File: src/awir_divider.sv
// ----------------------------------------------------------------------------
// awir_divider
// Restoring divider, one quotient bit per cycle, done strobe at the end.
// ----------------------------------------------------------------------------
module awir_divider #(
   parameter int NUMW = 36,
   parameter int DENW = 28
) (
   input  logic            clock,
   input  logic            reset,
   input  logic            start,
   input  logic [NUMW-1:0] num,
   input  logic [DENW-1:0] den,
   output logic            done,
   output logic [NUMW-1:0] quo
);

   localparam int CW = $clog2(NUMW + 1);

   logic            run_ff, run_in;
   logic            done_ff, done_in;
   logic [CW-1:0]   cnt_ff, cnt_in;
   logic [NUMW-1:0] num_ff, num_in;
   logic [DENW-1:0] den_ff, den_in;
   logic [DENW-1:0] rem_ff, rem_in;
   logic [DENW:0]   trial;
   logic            ge;

   always_comb begin
      trial   = {rem_ff, num_ff[NUMW-1]};
      ge      = trial >= {1'b0, den_ff};
      run_in  = run_ff;
      done_in = 1'b0;
      cnt_in  = cnt_ff;
      num_in  = num_ff;
      den_in  = den_ff;
      rem_in  = rem_ff;
      if (start) begin
         run_in = 1'b1;
         cnt_in = CW'(NUMW);
         num_in = num;
         den_in = den;
         rem_in = '0;
      end else if (run_ff) begin
         num_in = {num_ff[NUMW-2:0], ge};
         rem_in = ge ? DENW'(trial - {1'b0, den_ff}) : trial[DENW-1:0];
         cnt_in = cnt_ff - CW'(1);
         if (cnt_ff == CW'(1)) begin
            run_in  = 1'b0;
            done_in = 1'b1;
         end
      end
   end

   always_ff @(posedge clock) begin
      if (reset) begin
         run_ff  <= 1'b0;
         done_ff <= 1'b0;
      end else begin
         run_ff  <= run_in;
         done_ff <= done_in;
      end
   end

   always_ff @(posedge clock) begin
      cnt_ff <= cnt_in;
      num_ff <= num_in;
      den_ff <= den_in;
      rem_ff <= rem_in;
   end

   assign done = done_ff;
   assign quo  = num_ff;

endmodule

File: config.mk
export PLATFORM = sky130hd
export DESIGN_NAME = awir_divider
export DESIGN_NICKNAME = d
export VERILOG_FILES = /design/src/awir_divider.sv
export SDC_FILE = /design/constraint.sdc
export NUM_CORES = 1
export LEC_CHECK = 0
export ABC_AREA = 1
export ABC_CLOCK_PERIOD_IN_PS = 6350
export BUFFER_PORTS_ARGS = -buffer_cell sky130_fd_sc_hd__buf_2
export CELL_PAD_IN_SITES_DETAIL_PLACEMENT = 0
export CELL_PAD_IN_SITES_GLOBAL_PLACEMENT = 1
export CORE_AREA = 5 5 91 178
export CTS_BUF_LIST = sky130_fd_sc_hd__clkbuf_4 sky130_fd_sc_hd__clkbuf_8
export CTS_CLUSTER_DIAMETER = 120
export DETAILED_ROUTE_END_ITERATION = 16
export DIE_AREA = 0 0 96 183
export HOLD_SLACK_MARGIN = 0.06
export PLACE_DENSITY_LB_ADDON = 0.12
export SLEW_MARGIN = 20
export SYNTH_ARGS = -nofsm -noshare
export SYNTH_HDL_FRONTEND = slang
export SYNTH_SLANG_ARGS = --single-unit
File: constraint.sdc
create_clock -name clock -period 6.35 [get_ports clock]
set_input_delay 1.27 -clock clock [delete_from_list [all_inputs] [get_ports clock]]
set_output_delay 1.27 -clock clock [all_outputs]
set_load 0.03 [all_outputs]
* Word level (Yosys, flattened, before mapping)
Index checks and enable logic that the tools add are counted.
Storage, ports and cells: register bits 100
Cells by class: magnitude comparators 1, add/subtract/negate cells 2, bitwise operators 1, equality and inequality tests 1, multiplexer cells 7, reductions and logical operators 2
Operator list (number):
- two-way mux 36 bit | 2
- greater-or-equal comparator 29 x 28 -> 1 bit | 1
- two-way mux 28 bit | 1
- subtractor 28 bit | 1
- equality test 6 x 1 -> 1 bit (second input constant) | 1
- subtractor 6 x 1 -> 6 bit (second input constant) | 1
- two-way mux 1 bit | 4
- OR reduction 3 bit | 1
- nonzero test 2 bit | 1
- NOT 1 bit | 1

* Depth between registers and ports, before layout
depth after elaboration 4, mapped depth 17, mapped depth without buffers 16

* Worst setup path before layout
OpenSTA, ideal clock, no wires.
path kind input -> register, start point input port start, end point register num_ff[0] (netlist: quo[0]) (enable), cell stages on the path 2, setup time 0.568 ns, required time 5.782 ns, data arrival time 2.260 ns, setup slack 3.522 ns, cell sequence nor2_1 -> clkinv_1
Between the ends: longest elaborated chain between the ends 1
Ends and longest elaborated chain:
- from (decl) | RTL line 11 | input logic start,
- nonzero test 2 bit (no source line)
- to (signal assigned) | RTL line 67 | num_ff <= num_in;
- to (decl) | RTL line 23 | logic [NUMW-1:0] num_ff, num_in;
Every way passes these cells. A chain may end at the register's enable or synchronous reset.

* Final worst setup path
start point input port start, end point register num_ff[11] (netlist: quo[11]) (enable)
The elaborated chain is that of the path after synthesis.

==> flow_metrics.env <==
export IMPL_post_cts_setup_buffers=0
export IMPL_drt_wl_total_mm=16.1
export IMPL_syn_nets=965
export IMPL_leakagePower_nw=3.64
export IMPL_diodes=0
export IMPL_setup_violations=0
export IMPL_design_area_sq_um=7080
export IMPL_setup_tns_final_ns=0
export IMPL_ir_drop_mv=0.134
export IMPL_hold_buffers=0
export IMPL_slew_violations=0
export IMPL_setup_ws_ns=3.62
export IMPL_via_per_inst=4.74
export IMPL_critical_path_buf_inv_count=4
export IMPL_synthCells=867
export IMPL_hold_ws_ns=0.473
export IMPL_endpoint_kind="register"
export IMPL_hold_start="rem_ff[27]"
export IMPL_use_met1_pct=22.9
export IMPL_relSlewSlack_pct=46.6
export IMPL_startpoint="start"
export IMPL_grt_pass1_wl_mm=25.8
export IMPL_die_area_sq_um=17600
export IMPL_async_flop_share_pct=0
export IMPL_cts_root_buf="clkbuf_8"
export IMPL_r2r_start="quo[35]"
export IMPL_yosys_warnings=0
export IMPL_synth_avg_cell_area_sq_um=7.12
export IMPL_grtUsageTotal_pct=18.9
export IMPL_drc=0
export IMPL_worst_slew_pin_slew_ns=0.799
export IMPL_max_freq_mhz=366
export IMPL_core_sq_um=14700
export IMPL_slowest_delay_ns=0.61
export IMPL_grt_pass1_vias=5305
export IMPL_fp_dieW_microns=96
export IMPL_drtPass1Iterations=5
export IMPL_p_per_area_nw_per_um2=205
export IMPL_power_mw=1.45
export IMPL_cts_resized=0
export IMPL_crit_type="primary input to register"
export IMPL_synth_distinct_cells=41
export IMPL_dp_hpwl_mm=12.3
export IMPL_gr_usage_met2_pct=33.2
export IMPL_arrival_ns=2.75
export IMPL_pre_cts_ws_ns=3.15
export IMPL_path_cells="buf_2, buf_4, nor2_1, clkinv_1, buf_4"
export IMPL_ant_nets=0
export IMPL_synth_seq_area_share_pct=42.8
export IMPL_post_route_min_period_ns=2.73
export IMPL_rr_endpoint="rem_ff[16]"
export IMPL_grt_max_degree=69
export IMPL_clock_sinks=100
export IMPL_syn2layout_area_growth_pct=14.8
export IMPL_portBuffers=103
export IMPL_rsz0062_at_grt="false"
export IMPL_critical_path_depth=5
export IMPL_cts_tree="built"
export IMPL_cp_start_kind="primary input"
export IMPL_hold_end="rem_ff[27]"
export IMPL_grt_ovfl_total=0
export IMPL_crit_top_cell="buf_4"
export IMPL_synth_area_sq_um=6170
export IMPL_post_route_period_util_pct=43.0
export IMPL_cp_required_ns=6.37
export IMPL_max_cap_viol_count=0
export IMPL_finClkSkew_ns=0.0174
export IMPL_initial_utilization_pct=42.1
export IMPL_antenna_found_initial=0
export IMPL_cp_slowest_cell="buf_4"
export IMPL_worstHoldPathCells=2
export IMPL_layout_drive_gt1_share_pct=14.3
export IMPL_cts_max_level=3
export IMPL_wl_per_cell_microns=13.8
export IMPL_path_max_fanout=68
export IMPL_path_clk_slew_ns=0.10
export IMPL_drtIter0Drc=241
export IMPL_cts_made_buffers=9
export IMPL_r2r_cells=11
export IMPL_r2r_slack_ns=3.74
export IMPL_hold_violations=0
export IMPL_hold_path_class="register to register"
export IMPL_die_h_microns=183
export IMPL_cp_top_family="buffers and inverters"
export IMPL_routabilityCongestion=0.897
export IMPL_nNetsFinal=1064
export IMPL_synth_ff_latch_count=100
export IMPL_status="finished clean"
export IMPL_synth_enable_flop_cells=64
export IMPL_dr_total_vias=5522
export IMPL_ioPinCount=104
export IMPL_placed_area_sq_um=6860
export IMPL_top_usage_layer="met2"
export IMPL_ys_flop_type="edfxtp_1"
export IMPL_met3_usage_pct=2.42
export IMPL_clk_latency_ns=0.38
export IMPL_clockBufferDepth=2
export IMPL_core_rowCount=63
logic make-up (layout without fill, tap and decap cells):
logic type	count (synthesis)	after routing	synth area share, %
compound gates	45	45	3.93
buf+inv	152	256	9.69
xor+xnor	14	14	1.99
simple gates	525	525	35.1
flops	100	100	42.8
fa+ha+maj	31	31	6.41
where the power goes:
part,internal (mW),switching [mW]
clock,0.195,0.254
sequential,0.741,0.0197
combinational,0.0750,0.165
total,1.01,0.439
stage by stage:
step,util (%),cells
3_3_place_gp,46.8,1150
3_5_place_dp,46.8,1150
4_1_cts,48.3,1166
6_report,48.3,1166
5_1_grt,48.3,1166
2_1_floorplan,-,867
synth_stat cells, types with 3 or more instances:
cell type,number,area share (%)
a21oi_1,23,1.9
buf_6,3,0.55
clkbuf_1,12,0.73
dfxtp_1,36,12
edfxtp_1,64,31
ha_1,30,6.1
inv_1,132,8.0
nand2_1,349,21
nand2_2,4,0.41
nand3_1,63,5.1
nand3b_1,3,0.37
nand4_1,9,0.91
nor2_1,72,4.4
nor2_2,5,0.51
nor3_1,8,0.65
o21ai_0,13,1.1
xnor2_1,9,1.3
xor2_1,5,0.71
placed cells by master, fill, tap and decap left out, types with 2 or more instances in the layout:
| cell | n |
|---|---|
| dfxtp_1 | 36 |
| xor2_1 | 5 |
| nand4_1 | 9 |
| edfxtp_1 | 64 |
| o21ai_0 | 13 |
| ha_1 | 30 |
| nor2_2 | 5 |
| inv_1 | 132 |
| nor3_1 | 8 |
| nand2_1 | 349 |
| nor3b_1 | 2 |
| nand2_2 | 4 |
| clkbuf_8 | 9 |
| xnor2_1 | 9 |
| and2_1 | 2 |
| a21oi_1 | 23 |
| nand3b_1 | 3 |
| nor2_1 | 72 |
| buf_2 | 103 |
| buf_4 | 4 |
| nand3_1 | 63 |
worst register-to-register path, delay by kind of cell (launching register included):
family / cells / cell delay [ns]
AO/OA/AOI/OAI: 2 / 0.79
flip-flops: 1 / 0.37
AND/OR/NAND/NOR: 5 / 0.43
buffers and inverters: 1 / 0.06
XOR/XNOR: 1 / 0.19
adder cells (fa/ha/maj): 2 / 0.67
final cells by class:
| type | count | area, sq um |
|---|---|---|
| multi-input combinational | 615 | 2940 |
| tap | 195 | 244 |
| fill | 1578 | 7580 |
| clock inverter | 6 | 82.6 |
| sequential | 100 | 2640 |
| timing repair buffer | 107 | 546 |
| inverter | 133 | 499 |
| clock buffer | 10 | 131 |
routing by layer:
metal,up-vias,share of wire [%]
li1,2910,-
met1,2497,42
met2,91,52
met3,24,3.2
met4,0,2.6
met5,-,0
state kept, by name, summed over array words and instances, names as in the netlist:
name	count
done	1
cnt_ff	6
rem_ff	28
quo	36
run_ff	1
den_ff	28
how the worst max path moves through the flow:
stage	to	slack [ns]
detailed placement	quo[19]	3.15
floorplan	quo[0]	3.52
global route	rem_ff[20]	3.47
global placement	quo[12]	3.18
finish	quo[11]	3.62
CTS	quo[11]	3.57
No activity file was read; power rests on OpenSTA's default activity.
